===== src/zrd_pkg.sv =====
`timescale 1ns / 1ps
`default_nettype none
// ----------------------------------------------------------------------------
// ZIP record deframer package
// Shared widths, codes, signatures and the result record type.
// ----------------------------------------------------------------------------
package zrd_pkg;

   localparam int OFF_W = 33;   // record offset and total record length
   localparam int BND_W = 18;   // fixed part plus name and extra lengths

   // record kinds
   localparam logic [1:0] KIND_LOCAL   = 2'd0;
   localparam logic [1:0] KIND_CENTRAL = 2'd1;
   localparam logic [1:0] KIND_END     = 2'd2;

   // byte regions
   localparam logic [2:0] REGION_HEADER  = 3'd0;
   localparam logic [2:0] REGION_NAME    = 3'd1;
   localparam logic [2:0] REGION_EXTRA   = 3'd2;
   localparam logic [2:0] REGION_DATA    = 3'd3;
   localparam logic [2:0] REGION_COMMENT = 3'd4;
   localparam logic [2:0] REGION_ERROR   = 3'd5;

   // archive status
   localparam logic [1:0] STATUS_RUNNING  = 2'd0;
   localparam logic [1:0] STATUS_COMPLETE = 2'd1;
   localparam logic [1:0] STATUS_BAD_SIG  = 2'd2;
   localparam logic [1:0] STATUS_TRUNC    = 2'd3;

   // signatures as seen after four little-endian bytes
   localparam logic [31:0] SIG_LOCAL   = 32'h04034b50;
   localparam logic [31:0] SIG_CENTRAL = 32'h02014b50;
   localparam logic [31:0] SIG_END     = 32'h06054b50;

   // fixed part sizes
   localparam logic [BND_W-1:0] FIXED_LOCAL   = BND_W'(30);
   localparam logic [BND_W-1:0] FIXED_CENTRAL = BND_W'(46);
   localparam logic [BND_W-1:0] FIXED_END     = BND_W'(22);

   // offsets of the last byte of each captured field
   localparam logic [OFF_W-1:0] OFS_SIG_LAST      = OFF_W'(3);
   localparam logic [OFF_W-1:0] OFS_LOCAL_SIZE    = OFF_W'(21);
   localparam logic [OFF_W-1:0] OFS_LOCAL_NAME    = OFF_W'(27);
   localparam logic [OFF_W-1:0] OFS_LOCAL_EXTRA   = OFF_W'(29);
   localparam logic [OFF_W-1:0] OFS_CENTRAL_NAME  = OFF_W'(29);
   localparam logic [OFF_W-1:0] OFS_CENTRAL_EXTRA = OFF_W'(31);
   localparam logic [OFF_W-1:0] OFS_CENTRAL_CMT   = OFF_W'(33);
   localparam logic [OFF_W-1:0] OFS_END_CMT       = OFF_W'(21);

   typedef struct packed {
      logic [7:0] byte_out;
      logic [2:0] region;
      logic [1:0] record_kind;
      logic       record_end;
      logic [1:0] status;
   } zrd_result_type;

endpackage : zrd_pkg
`default_nettype wire


===== src/zrd_if.sv =====
`timescale 1ns / 1ps
`default_nettype none
// ----------------------------------------------------------------------------
// ZIP record deframer channels
// Valid/ready request and response channels with their payloads.
// ----------------------------------------------------------------------------
interface zrd_req_if;
   logic       valid;
   logic       ready;
   logic [7:0] data_byte;
   logic       last_byte;

   modport source (output valid, output data_byte, output last_byte, input ready);
   modport sink   (input valid, input data_byte, input last_byte, output ready);
endinterface : zrd_req_if

interface zrd_rsp_if;
   logic       valid;
   logic       ready;
   logic [7:0] byte_out;
   logic [2:0] region;
   logic [1:0] record_kind;
   logic       record_end;
   logic [1:0] status;

   modport source (output valid, output byte_out, output region, output record_kind,
                   output record_end, output status, input ready);
   modport sink   (input valid, input byte_out, input region, input record_kind,
                   input record_end, input status, output ready);
endinterface : zrd_rsp_if
`default_nettype wire


===== src/zrd_parser.sv =====
`timescale 1ns / 1ps
`default_nettype none
// ----------------------------------------------------------------------------
// ZIP record parser
// Record state and the per-byte tagging logic. State advances on step.
// ----------------------------------------------------------------------------
module zrd_parser import zrd_pkg::*; (
   input  wire logic           clock,
   input  wire logic           reset,
   input  wire logic           step,
   input  wire logic [7:0]     data_byte,
   input  wire logic           last_byte,
   output zrd_result_type      result
);

   logic [OFF_W-1:0] offset_ff,    offset_in;
   logic [1:0]       kind_ff,      kind_in;
   logic [31:0]      shift_ff,     shift_in;
   logic [BND_W-1:0] name_end_ff,  name_end_in;   // fixed + name
   logic [BND_W-1:0] extra_end_ff, extra_end_in;  // fixed + name + extra
   logic [OFF_W-1:0] total_ff,     total_in;      // whole record length
   logic             error_ff,     error_in;

   always_comb begin
      logic [31:0]      shift_new;
      logic [15:0]      hi16;
      logic [BND_W-1:0] fixed;
      logic [OFF_W-1:0] offset_next;
      logic             bad;

      shift_new    = {data_byte, shift_ff[31:8]};
      hi16         = shift_new[31:16];
      offset_next  = offset_ff + OFF_W'(1);
      fixed        = FIXED_LOCAL;
      bad          = 1'b0;

      offset_in    = offset_ff;
      kind_in      = kind_ff;
      shift_in     = shift_ff;
      name_end_in  = name_end_ff;
      extra_end_in = extra_end_ff;
      total_in     = total_ff;
      error_in     = error_ff;

      result.byte_out    = data_byte;
      result.region      = REGION_HEADER;
      result.record_kind = KIND_LOCAL;
      result.record_end  = 1'b0;
      result.status      = STATUS_RUNNING;

      if (error_ff) begin
         result.region = REGION_ERROR;
         result.status = STATUS_BAD_SIG;
      end else begin
         shift_in = shift_new;
         if (offset_ff < OFS_SIG_LAST) begin
            offset_in = offset_next;
         end else begin
            if (offset_ff == OFS_SIG_LAST) begin
               priority if (shift_new == SIG_LOCAL) begin
                  kind_in = KIND_LOCAL;
               end else if (shift_new == SIG_CENTRAL) begin
                  kind_in = KIND_CENTRAL;
               end else if (shift_new == SIG_END) begin
                  kind_in = KIND_END;
               end else begin
                  bad = 1'b1;
               end
            end

            unique case (kind_in)
               KIND_LOCAL:   fixed = FIXED_LOCAL;
               KIND_CENTRAL: fixed = FIXED_CENTRAL;
               default:      fixed = FIXED_END;
            endcase

            // start every boundary at the fixed size, then grow each one as
            // its length field completes
            if (offset_ff == OFS_SIG_LAST) begin
               name_end_in  = fixed;
               extra_end_in = fixed;
               total_in     = OFF_W'(fixed);
            end else begin
               unique case (kind_ff)
                  KIND_LOCAL: begin
                     if (offset_ff == OFS_LOCAL_SIZE) begin
                        total_in = total_ff + OFF_W'(shift_new);
                     end else if (offset_ff == OFS_LOCAL_NAME) begin
                        name_end_in  = name_end_ff + BND_W'(hi16);
                        extra_end_in = extra_end_ff + BND_W'(hi16);
                        total_in     = total_ff + OFF_W'(hi16);
                     end else if (offset_ff == OFS_LOCAL_EXTRA) begin
                        extra_end_in = extra_end_ff + BND_W'(hi16);
                        total_in     = total_ff + OFF_W'(hi16);
                     end
                  end
                  KIND_CENTRAL: begin
                     if (offset_ff == OFS_CENTRAL_NAME) begin
                        name_end_in  = name_end_ff + BND_W'(hi16);
                        extra_end_in = extra_end_ff + BND_W'(hi16);
                        total_in     = total_ff + OFF_W'(hi16);
                     end else if (offset_ff == OFS_CENTRAL_EXTRA) begin
                        extra_end_in = extra_end_ff + BND_W'(hi16);
                        total_in     = total_ff + OFF_W'(hi16);
                     end else if (offset_ff == OFS_CENTRAL_CMT) begin
                        total_in = total_ff + OFF_W'(hi16);
                     end
                  end
                  default: begin
                     if (offset_ff == OFS_END_CMT) begin
                        total_in = total_ff + OFF_W'(hi16);
                     end
                  end
               endcase
            end

            if (bad) begin
               error_in      = 1'b1;
               result.status = STATUS_BAD_SIG;
            end else begin
               result.record_kind = kind_in;
               // capture bytes all sit inside the fixed part, so the stored
               // boundaries are current wherever they decide the region
               priority if (offset_ff < OFF_W'(fixed)) begin
                  result.region = REGION_HEADER;
               end else if (offset_ff < OFF_W'(name_end_ff)) begin
                  result.region = REGION_NAME;
               end else if (offset_ff < OFF_W'(extra_end_ff)) begin
                  result.region = REGION_EXTRA;
               end else if (kind_in == KIND_LOCAL) begin
                  result.region = REGION_DATA;
               end else begin
                  result.region = REGION_COMMENT;
               end

               if (offset_next == total_in) begin
                  result.record_end = 1'b1;
                  offset_in         = '0;
               end else begin
                  offset_in = offset_next;
               end
            end
         end
      end

      // end of archive: report and start over
      if (last_byte) begin
         priority if (error_in) begin
            result.status = STATUS_BAD_SIG;
         end else if (result.record_end) begin
            result.status = STATUS_COMPLETE;
         end else begin
            result.status = STATUS_TRUNC;
         end
         offset_in    = '0;
         kind_in      = KIND_LOCAL;
         shift_in     = '0;
         name_end_in  = '0;
         extra_end_in = '0;
         total_in     = '0;
         error_in     = 1'b0;
      end
   end

   always_ff @(posedge clock) begin
      if (reset) begin
         offset_ff    <= '0;
         kind_ff      <= KIND_LOCAL;
         shift_ff     <= '0;
         name_end_ff  <= '0;
         extra_end_ff <= '0;
         total_ff     <= '0;
         error_ff     <= 1'b0;
      end else if (step) begin
         offset_ff    <= offset_in;
         kind_ff      <= kind_in;
         shift_ff     <= shift_in;
         name_end_ff  <= name_end_in;
         extra_end_ff <= extra_end_in;
         total_ff     <= total_in;
         error_ff     <= error_in;
      end
   end

endmodule : zrd_parser
`default_nettype wire


===== src/zip_record_deframer_top.sv =====
`timescale 1ns / 1ps
`default_nettype none
// ----------------------------------------------------------------------------
// ZIP record deframer
// Tags each byte of a ZIP archive stream with its record kind and region.
// ----------------------------------------------------------------------------
// Usage:
//   req_chan carries one archive byte per request, last_byte marking the
//   final byte of the archive. rsp_chan returns one response per request:
//   the byte itself, its region, the record kind, a record end flag and the
//   archive status.
//   A request accepted into the input register is parsed and captured in
//   the response register, which then shows it on rsp_chan.
//   Throughput: one byte per cycle while rsp_chan is not stalled; the input
//   register feeds the parser, whose offset and boundary update is one 33-bit
//   add and compare, and the response register holds the result.
//   Reset clears both valid flags and all record state; the first byte after
//   reset, and the first byte after a last_byte, start a new archive.
//   When the receiver stalls, the response holds, the input register fills
//   and then req_chan.ready drops until the response is taken.
// ----------------------------------------------------------------------------
module zip_record_deframer_top import zrd_pkg::*; (
   input  wire logic  clock,
   input  wire logic  reset,
   zrd_req_if.sink    req_chan,
   zrd_rsp_if.source  rsp_chan
);

   logic           in_valid_ff, in_valid_in;
   logic [7:0]     in_byte_ff;
   logic           in_last_ff;
   logic           out_valid_ff, out_valid_in;
   zrd_result_type out_result_ff;
   zrd_result_type result;
   logic           advance;
   logic           req_take;

   assign advance  = in_valid_ff && (!out_valid_ff || rsp_chan.ready);
   assign req_take = req_chan.valid && req_chan.ready;

   assign req_chan.ready = !in_valid_ff || advance;

   always_comb begin
      in_valid_in = in_valid_ff;
      if (req_take) begin
         in_valid_in = 1'b1;
      end else if (advance) begin
         in_valid_in = 1'b0;
      end

      out_valid_in = out_valid_ff;
      if (advance) begin
         out_valid_in = 1'b1;
      end else if (rsp_chan.ready) begin
         out_valid_in = 1'b0;
      end
   end

   always_ff @(posedge clock) begin
      if (reset) begin
         in_valid_ff  <= 1'b0;
         out_valid_ff <= 1'b0;
      end else begin
         in_valid_ff  <= in_valid_in;
         out_valid_ff <= out_valid_in;
      end
   end

   always_ff @(posedge clock) begin
      if (req_take) begin
         in_byte_ff <= req_chan.data_byte;
         in_last_ff <= req_chan.last_byte;
      end
      if (advance) begin
         out_result_ff <= result;
      end
   end

   zrd_parser u_parser (
      .clock     (clock),
      .reset     (reset),
      .step      (advance),
      .data_byte (in_byte_ff),
      .last_byte (in_last_ff),
      .result    (result)
   );

   assign rsp_chan.valid       = out_valid_ff;
   assign rsp_chan.byte_out    = out_result_ff.byte_out;
   assign rsp_chan.region      = out_result_ff.region;
   assign rsp_chan.record_kind = out_result_ff.record_kind;
   assign rsp_chan.record_end  = out_result_ff.record_end;
   assign rsp_chan.status      = out_result_ff.status;

`ifndef NO_ASSERTIONS
   a_error_region_status : assert property (@(posedge clock) disable iff (reset)
      (out_valid_ff && out_result_ff.region == REGION_ERROR)
      |-> (out_result_ff.status == STATUS_BAD_SIG && !out_result_ff.record_end))
      else $error("error region without bad signature status");

   a_complete_ends_record : assert property (@(posedge clock) disable iff (reset)
      (out_valid_ff && out_result_ff.status == STATUS_COMPLETE)
      |-> out_result_ff.record_end)
      else $error("archive complete reported off a record end");

   a_stall_blocks_request : assert property (@(posedge clock) disable iff (reset)
      (in_valid_ff && out_valid_ff && !rsp_chan.ready) |-> !req_chan.ready)
      else $error("request taken while both stages are held");

   a_advance_fills_output : assert property (@(posedge clock) disable iff (reset)
      advance |=> out_valid_ff)
      else $error("parsed byte lost between stages");
`endif

endmodule : zip_record_deframer_top
`default_nettype wire

===== src/flat_wrapper.sv =====
// flat-port wrapper written by rule: the top's interface ports become plain ports
module zip_record_deframer_top_flat import zrd_pkg::*;
  (clock, reset, req_chan_valid, req_chan_data_byte, req_chan_last_byte, req_chan_ready, rsp_chan_valid, rsp_chan_byte_out, rsp_chan_region, rsp_chan_record_kind, rsp_chan_record_end, rsp_chan_status, rsp_chan_ready);
  zrd_req_if req_chan_i ();
  zrd_rsp_if rsp_chan_i ();
  input  wire logic clock;
  input  wire logic reset;
  input wire logic [$bits(req_chan_i.valid)-1:0] req_chan_valid;
  input wire logic [$bits(req_chan_i.data_byte)-1:0] req_chan_data_byte;
  input wire logic [$bits(req_chan_i.last_byte)-1:0] req_chan_last_byte;
  output wire logic [$bits(req_chan_i.ready)-1:0] req_chan_ready;
  output wire logic [$bits(rsp_chan_i.valid)-1:0] rsp_chan_valid;
  output wire logic [$bits(rsp_chan_i.byte_out)-1:0] rsp_chan_byte_out;
  output wire logic [$bits(rsp_chan_i.region)-1:0] rsp_chan_region;
  output wire logic [$bits(rsp_chan_i.record_kind)-1:0] rsp_chan_record_kind;
  output wire logic [$bits(rsp_chan_i.record_end)-1:0] rsp_chan_record_end;
  output wire logic [$bits(rsp_chan_i.status)-1:0] rsp_chan_status;
  input wire logic [$bits(rsp_chan_i.ready)-1:0] rsp_chan_ready;
  assign req_chan_i.valid = req_chan_valid;
  assign req_chan_i.data_byte = req_chan_data_byte;
  assign req_chan_i.last_byte = req_chan_last_byte;
  assign req_chan_ready = req_chan_i.ready;
  assign rsp_chan_valid = rsp_chan_i.valid;
  assign rsp_chan_byte_out = rsp_chan_i.byte_out;
  assign rsp_chan_region = rsp_chan_i.region;
  assign rsp_chan_record_kind = rsp_chan_i.record_kind;
  assign rsp_chan_record_end = rsp_chan_i.record_end;
  assign rsp_chan_status = rsp_chan_i.status;
  assign rsp_chan_i.ready = rsp_chan_ready;
  zip_record_deframer_top u_core (.clock(clock), .reset(reset), .req_chan(req_chan_i), .rsp_chan(rsp_chan_i));
endmodule

===== config.mk =====
export PLATFORM = sky130hd
export DESIGN_NAME = zip_record_deframer_top_flat
export DESIGN_NICKNAME = d
export VERILOG_FILES = /design/src/zrd_pkg.sv /design/src/zrd_if.sv /design/src/zrd_parser.sv /design/src/zip_record_deframer_top.sv /design/src/flat_wrapper.sv
export SDC_FILE = /design/constraint.sdc
export NUM_CORES = 1
export LEC_CHECK = 0
export BUFFER_PORTS_ARGS = -buffer_cell sky130_fd_sc_hd__buf_2
export CORE_AREA = 8 8 197 199
export CTS_CLUSTER_DIAMETER = 30
export DETAILED_ROUTE_END_ITERATION = 7
export DIE_AREA = 0 0 205 207
export GPL_ROUTABILITY_DRIVEN = 0
export PLACE_DENSITY_LB_ADDON = 0.15
export SKIP_LAST_GASP = 1
export SLEW_MARGIN = 20
export SYNTH_ARGS = -nofsm -noshare
export SYNTH_HDL_FRONTEND = slang
export SYNTH_SLANG_ARGS = --single-unit

===== constraint.sdc =====
create_clock -name clock -period 6.4 [get_ports clock]
set_input_delay 0.64 -clock clock [delete_from_list [all_inputs] [get_ports clock]]
set_output_delay 0.64 -clock clock [all_outputs]
set_load 0.01 [all_outputs]

==> results of run 1 <==
==> area by class of cell <==
type                    instances  area [um2]  share of cell area [%]
clock inverters                15         190                    1.12
flip-flops and latches        156        3370                    19.9
inverters                      86         323                    1.90
clock buffers                  17         425                    2.51
repair buffers                 74         503                    2.96
multi-input cells            1738       11600                    68.1
diodes                          3        7.51                  0.0443
well taps                     468         586                    3.45
==> how the worst max path moves through the flow <==
stage	start	endpoint	cells after the start
after detailed placement	u_core.u_parser.offset_ff[0]$_SDFFE_PP0P_	u_core.u_parser.offset_ff[2]$_SDFFE_PP0P_	14
after CTS	u_core.u_parser.offset_ff[0]$_SDFFE_PP0P_	u_core.u_parser.offset_ff[10]$_SDFFE_PP0P_	14
after global placement	u_core.u_parser.offset_ff[0]$_SDFFE_PP0P_	u_core.u_parser.offset_ff[11]$_SDFFE_PP0P_	14
final	u_core.u_parser.offset_ff[0]$_SDFFE_PP0P_	u_core.u_parser.offset_ff[10]$_SDFFE_PP0P_	14
after global routing	u_core.u_parser.offset_ff[0]$_SDFFE_PP0P_	u_core.u_parser.offset_ff[23]$_SDFFE_PP0P_	14
after floorplan	u_core.u_parser.offset_ff[4]$_SDFFE_PP0P_	u_core.rsp_chan.status[1]$_DFFE_PP_	15
==> critical path, cell delays in order (launching register included) <==
cell and delay [ps]:
dfxtp_1 560, ha_1 370, nand4bb_1 440, nor3_1 540
nand3_1 740, nor4b_2 870, nor3_1 220, a211o_1 330
a21boi_0 180, nor4b_1 90, a2111oi_0 490, nand4_1 170
buf_4 340, a41oi_1 300, a31oi_1 60
==> synth_stat cells (18+ instances only) <==
library cell  number
or3_1             19
buf_2             24
nand2b_1          25
nand2_1          153
xor2_1            30
and4_1            18
nor3_1            73
mux2i_1           20
a21o_1            43
clkbuf_1         112
a22oi_1           33
edfxtp_1          25
nor3b_1           30
xnor2_1           70
nand4_1           55
dfxtp_1          131
nor2_1           220
nand3_1           79
o21ai_0          109
and3_1            30
nor4_1            23
o211ai_1          24
a211oi_1          37
a41oi_1           18
ha_1             119
inv_1             85
a31oi_1           47
a21oi_1          173
==> sequential cells by signal, indices dropped and copies added (netlist names), 2 cells and up <==
register,cells
u_core.u_parser.extra_end_ff,18
u_core.rsp_chan.record_kind,2
u_core.u_parser.total_ff,33
u_core.rsp_chan.region,3
u_core.u_parser.kind_ff,2
u_core.u_parser.shift_ff,24
u_core.in_byte_ff,8
u_core.rsp_chan.status,2
u_core.u_parser.name_end_ff,18
u_core.rsp_chan.byte_out,8
u_core.u_parser.offset_ff,33
==> power by group <==
group,leakage (nW),internal (mW),total [mW],switching (mW)
registers,1.29,1.01,1.03,0.0218
clock network,0.297,0.536,1.08,0.548
logic,4.76,0.0673,0.219,0.151
total,6.35,1.61,2.33,0.721
==> layer usage <==
layer,up-vias,GRT usage (%),wire (um)
met5,-,0,26
met4,4,18.1,4490
met3,277,7.62,6630
met2,1007,44.8,28000
met1,8162,36.9,25700
li1,7910,-,-
==> stage by stage <==
stage	cell area, um2	hold slack, ps	util [%]
CTS	16900	343	47.1
floorplan	15800	465	-
detailed placement	16300	497	45.4
global placement	16300	479	45.4
finish	17000	358	47.2
global route	17000	340	47.2
==> cell families after synthesis <==
group | synth area share [%]
fa+ha+maj | 9.94
mux | 1.58
simple gates | 27.0
compound gates | 28.8
buf+inv | 5.78
flops | 21.4
xor+xnor | 5.55
==> impl_results.md, run 1 <==
* Min-delay worst type: input pin to flip-flop
* Max frequency at approximately 170 MHz
* Failing checks: DRC
* Syn Nets at roughly 2.3k
* Final setup viols at 0
* Avg Vias per Cell at approximately 6.8
* First-pass GRT wire length at between 90000 and 100000 um
* RSZ-0062 raised after global routing: no
* Worst hold stages at 1
* Largest net degree at the start of global routing at 68
* Synth async-reset ratio at 0%
* Required @ worst endpoint at 6690 ps
* Worst r2r src: u_core.u_parser.offset_ff[0]$_SDFFE_PP0P_
* Die W at 205 um
* Yosys reg bits at between 150 and 200
* Hold_sp: req_chan_data_byte[2]
* Final period utilization at between 90% and 100%
* Number of flops mapped to enable cells by yosys at 25
* R2r setup slk at approximately 510 ps
* Via count at between 15k and 20k
* Leak at around 6.4 nW
* Final std cells w/o fill at approximately 2.6k
* Clock Skews at about 18 ps
* WS Path Type: flip-flop to flip-flop
* Crit end category: flip-flop
* Post-route ant nets at 0
* CTS H-tree lvls at 4
* Hpwl dp at just under 50000 um
* DRC at 2
* Largest cells by area after synthesis: dfxtp_1 (17%), ha_1 (9.4%), a21oi_1 (5.5%), nor2_1 (5.2%), edfxtp_1 (4.8%)
* Hold Path End: u_core.in_byte_ff[2]$_DFFE_PP_
* Actual slew at the worst max-slew pin at 1100 ps
* Max-cap violations at 0
* Layout cells sized above 1 at slightly below 8%
* TritonRoute pass-1 iters at 8
* # resized after CTS at 0
* Register-to-Register Path Depth at 14
* Worst slew margin at approximately a quarter
* Cell taking the most area after synthesis: dfxtp_1
* Cts hold-fix bufs at 0
* Post-CTS setup buffer count at 0
* Filler Cell Count at 3625
* Gate Count Post-Synth at around 2.1k
* Ports at 31
* Post-synthesis sequential area ratio at about a fifth
* Final WL at around 65000 um
* Later-pin clock latency in the skew report at ~460 ps
* Most frequent cells in the layout: nor2_1 (218), a21oi_1 (173), nand2_1 (153), dfxtp_1 (131), ha_1 (119)
* Synth warn at 0
* Synth Area per Inst at ~7.4 um2
* Most common cell after layout, fill and taps aside: nor2_1
* Period minus WS final at 5890 ps
* VDD IR max at ~0.00019 V
* Hold Vio Cnt, Final at 0
* Worst EP arrival at between 6000 and 7000 ps
* Status: complete, but fails checks
* Terminus of the critical flop-to-flop path: u_core.u_parser.offset_ff[10]$_SDFFE_PP0P_
* Die area at approximately 0.042 mm2
* Mapped Area at roughly 0.016 mm2
* Final #Nets at approximately 2.2k
* Dpl ws at around 420 ps
* Clk sinks at 156
* Wirelength per Cell at ~25 um
* Gr usage total at approximately 30%
* Setup crit start kind: flip-flop
* Vias in the first global route at approximately 16k
* Crit-path max FO at 56
* Buffers on Ports at 30
* Library cells used by synthesis at 94
* Root Driver: clkbuf_16
* Cell area power density at between 100 and 150 mW/mm2
* Core region area at 0.0359 mm2
* Number of DRC markers in iteration 0 at roughly 2.3k
* Dpl cells at 2521
* Power consumption at approximately 2.3 mW
* Reg clk slew, reported paths at 80 ps
* Die Span Y at approximately 210 um
* Final Max Tran Viols at 0
* Layout area overhead at 7.44%
* Initial Util at 44.0%
* Max clock buf depth at 2
* Top-area cell type share of the netlist area at between 10% and 20%
* Setup WS post-layout at 506 ps
* Num CTS Buffers at 17
* CTS tree: yes
* Main synth FF type: dfxtp_1
* Antenna violations before repair at 3
* Final TNS setup at 0 ps
* Row count at 70
* GR Overflow Total at 0
Note: power is estimated with default switching activity, not from simulation.
==> inputs of run 2 (changes only) <==
--- a/config.mk
+++ b/config.mk
@@ -11,7 +11,8 @@
 export DETAILED_ROUTE_END_ITERATION = 7
 export DIE_AREA = 0 0 205 207
 export GPL_ROUTABILITY_DRIVEN = 0
-export PLACE_DENSITY_LB_ADDON = 0.15
+export HOLD_SLACK_MARGIN = 0.05
+export PLACE_DENSITY_LB_ADDON = 0.2
 export SKIP_LAST_GASP = 1
 export SLEW_MARGIN = 20
 export SYNTH_ARGS = -nofsm -noshare
==> impl_results.md, run 2 (synthesis results as in run 1) <==
* Initial Util at 44.0% (unchanged)
* Buffers on Ports at 30 (unchanged)
* Final Max Tran Viols at 0 (unchanged)
* First-pass GRT wire length at 98200 um (was 98100 um)
* Register Area at 0.00337 mm2 (unchanged)
* Crit-path max cell delay at 880 ps (was 870 ps)
* Leak at 6.41 nW (was 6.35 nW)
* Actual slew at the worst max-slew pin at 1020 ps (was 1100 ps)
* Status: complete, no violations (was complete, but fails checks)
* Row count at 70 (unchanged)
* Largest net degree at the start of global routing at 82 (was 68)
* Final core utilization at 47.4% (was 47.2%)
* DRC at 0 (was 2)
* Post-route ant nets at 0 (unchanged)
* Root Driver: clkbuf_16 (unchanged)
* Avg Vias per Cell at 6.83 (was 6.79)
* Min-delay worst type: input pin to flip-flop (unchanged)
* Setup crit start kind: flip-flop (unchanged)
* Required @ worst endpoint at 6700 ps (was 6690 ps)
* CTS H-tree lvls at 4 (unchanged)
* Period minus WS final at 6080 ps (was 5890 ps)
* Filler Cell Count at 3566 (was 3625)
* Core region area at 0.0359 mm2 (unchanged)
* Wirelength per Cell at 25.1 um (was 25.4 um)
* Gr usage total at 29.6% (was 29.5%)
* Final period utilization at 95.0% (was 92.1%)
* Antenna violations before repair at 0 (was 3)
* Hpwl dp at 47500 um (was 48600 um)
* Placement Cell Area at 0.0164 mm2 (was 0.0163 mm2)
* Biggest registers after layout: u_core.u_parser.offset_ff: 33 flops, u_core.u_parser.total_ff: 33 flops, u_core.u_parser.shift_ff: 24 flops (unchanged)
* Final WL at 64500 um (was 64900 um)
* Layout area overhead at 7.86% (was 7.44%)
* Die Span Y at 207 um (unchanged)
* Multi-input logic area at 0.0116 mm2 (unchanged)
* WS Path Type: flip-flop to flip-flop (unchanged)
* Worst EP arrival at 6380 ps (was 6190 ps)
* Final std cells w/o fill at 2565 (was 2557)
* RSZ-0062 raised after global routing: no (unchanged)
* Post-CTS setup buffer count at 0 (unchanged)
* Num CTS Buffers at 17 (unchanged)
* CP bufs+invs at 2 (was 1)
* Max clock buf depth at 2 (unchanged)
* Most frequent cells in the layout: nor2_1 (218), a21oi_1 (173), nand2_1 (153), dfxtp_1 (131), ha_1 (119) (unchanged)
* Worst slew margin at 31.9% (was 26.7%)
* Power consumption at 2.37 mW (was 2.33 mW)
* Cts hold-fix bufs at 0 (unchanged)
* Cell area power density at 139 mW/mm2 (was 138 mW/mm2)
* Clk sinks at 156 (unchanged)
* Vias in the first global route at 16.4k (was 16.3k)
* Later-pin clock latency in the skew report at 460 ps (about the same)
* Via count at 17.5k (was 17.4k)
* Ports at 31 (unchanged)
* CTS tree: yes (unchanged)
* TritonRoute pass-1 iters at 7 (was 8)
* Final TNS setup at 0 ps (unchanged)
* Crit-path max FO at 56 (unchanged)
* Final setup viols at 0 (unchanged)
* Clock Skews at 21.3 ps (was 17.9 ps)
* GR Overflow Total at 0 (unchanged)
* Layout cells sized above 1 at 8.21% (was 7.81%)
* Die W at 205 um (unchanged)
* Crit path max-delay family: simple AND/OR/NAND/NOR gates (unchanged)
* Max frequency at 164 MHz (was 170 MHz)
* CP cell instances: ha_1 > nand4bb_1 > nor3_1 > nand3_1 > buf_4 > nor4b_1 > nor3_1 > a211o_1 > a21boi_0 > nor4b_1 > a2111oi_0 > nand4_1 > buf_4 > a41oi_1 > a31oi_1 (was ha_1 > nand4bb_1 > nor3_1 > nand3_1 > nor4b_2 > nor3_1 > a211o_1 > a21boi_0 > nor4b_1 > a2111oi_0 > nand4_1 > buf_4 > a41oi_1 > a31oi_1)
* Dpl cells at 2531 (was 2521)
* Final #Nets at 2219 (was 2209)
* Reg clk slew, reported paths at 70 ps (was 80 ps)
* Number of DRC markers in iteration 0 at 2387 (was 2339)
* Die area at 0.0424 mm2 (unchanged)
* Hold Vio Cnt, Final at 0 (unchanged)
* Max-cap violations at 0 (unchanged)
* Most common cell after layout, fill and taps aside: nor2_1 (unchanged)
* VDD IR max at 0.000216 V (was 0.000187 V)
* # resized after CTS at 0 (unchanged)
* Crit end category: flip-flop (unchanged)
* Critical Path Slowest Stage Cell: nor3_1 (was nor4b_2)
* Post-route design area at 0.0170 mm2 (about the same)
==> run 2: path summary, 6_finish.rpt <==
kind                                                 from  cells after the start                                      endpoint  slack (ps)
max             u_core.u_parser.offset_ff[0]$_SDFFE_PP0P_                     15    u_core.u_parser.offset_ff[20]$_SDFFE_PP0P_         320
min                                    req_chan_last_byte                      1                   u_core.in_last_ff$_DFFE_PP_         360
max reg2reg     u_core.u_parser.offset_ff[0]$_SDFFE_PP0P_                     15    u_core.u_parser.offset_ff[20]$_SDFFE_PP0P_         320
min reg2reg  u_core.u_parser.name_end_ff[17]$_SDFFE_PP0P_                      2  u_core.u_parser.name_end_ff[17]$_SDFFE_PP0P_         510
==> run 2: layout make-up <==
type	count	area share [%]
Antenna cell	1	0.0147
Multi-Input combinational cell	1738	67.9
Tap cell	468	3.44
Inverter	86	1.90
Clock buffer	17	2.50
Sequential cell	156	19.8
Clock inverter	15	1.09
Timing Repair Buffer	84	3.39
==> run 2: worst register-to-register path, cell delays in order (launching register included) <==
cell,delay [ps]
dfxtp_1,560
ha_1,370
nand4bb_1,660
nor3_1,890
nand3_1,140
buf_4,250
nor4b_1,830
nor3_1,220
a211o_1,350
a21boi_0,180
nor4b_1,90
a2111oi_0,500
nand4_1,180
buf_4,340
a41oi_1,310
a31oi_1,60
==> run 2: per-stage QoR <==
step                      setup slack, ps  hold WS [ps]
after floorplan                      2060           465
after global placement                852           482
after detailed placement              863           492
after CTS                             822           345
after global routing                  381           346
final                                 318           358
==> run 2: where the power goes <==
group	internal [mW]	leakage (nW)	switching (mW)
registers	1.01	1.29	0.0144
clock network	0.622	0.303	0.492
logic	0.0679	4.81	0.163
total	1.70	6.41	0.669
==> run 2: routing by layer <==
metal  share of wire (%)  routed length, um  GRT usage, %
met5                   0                  0             0
met4                 6.5               4200          17.0
met3                  11               6930          7.26
met2                  43              27900          44.8
met1                  40              25500          37.7
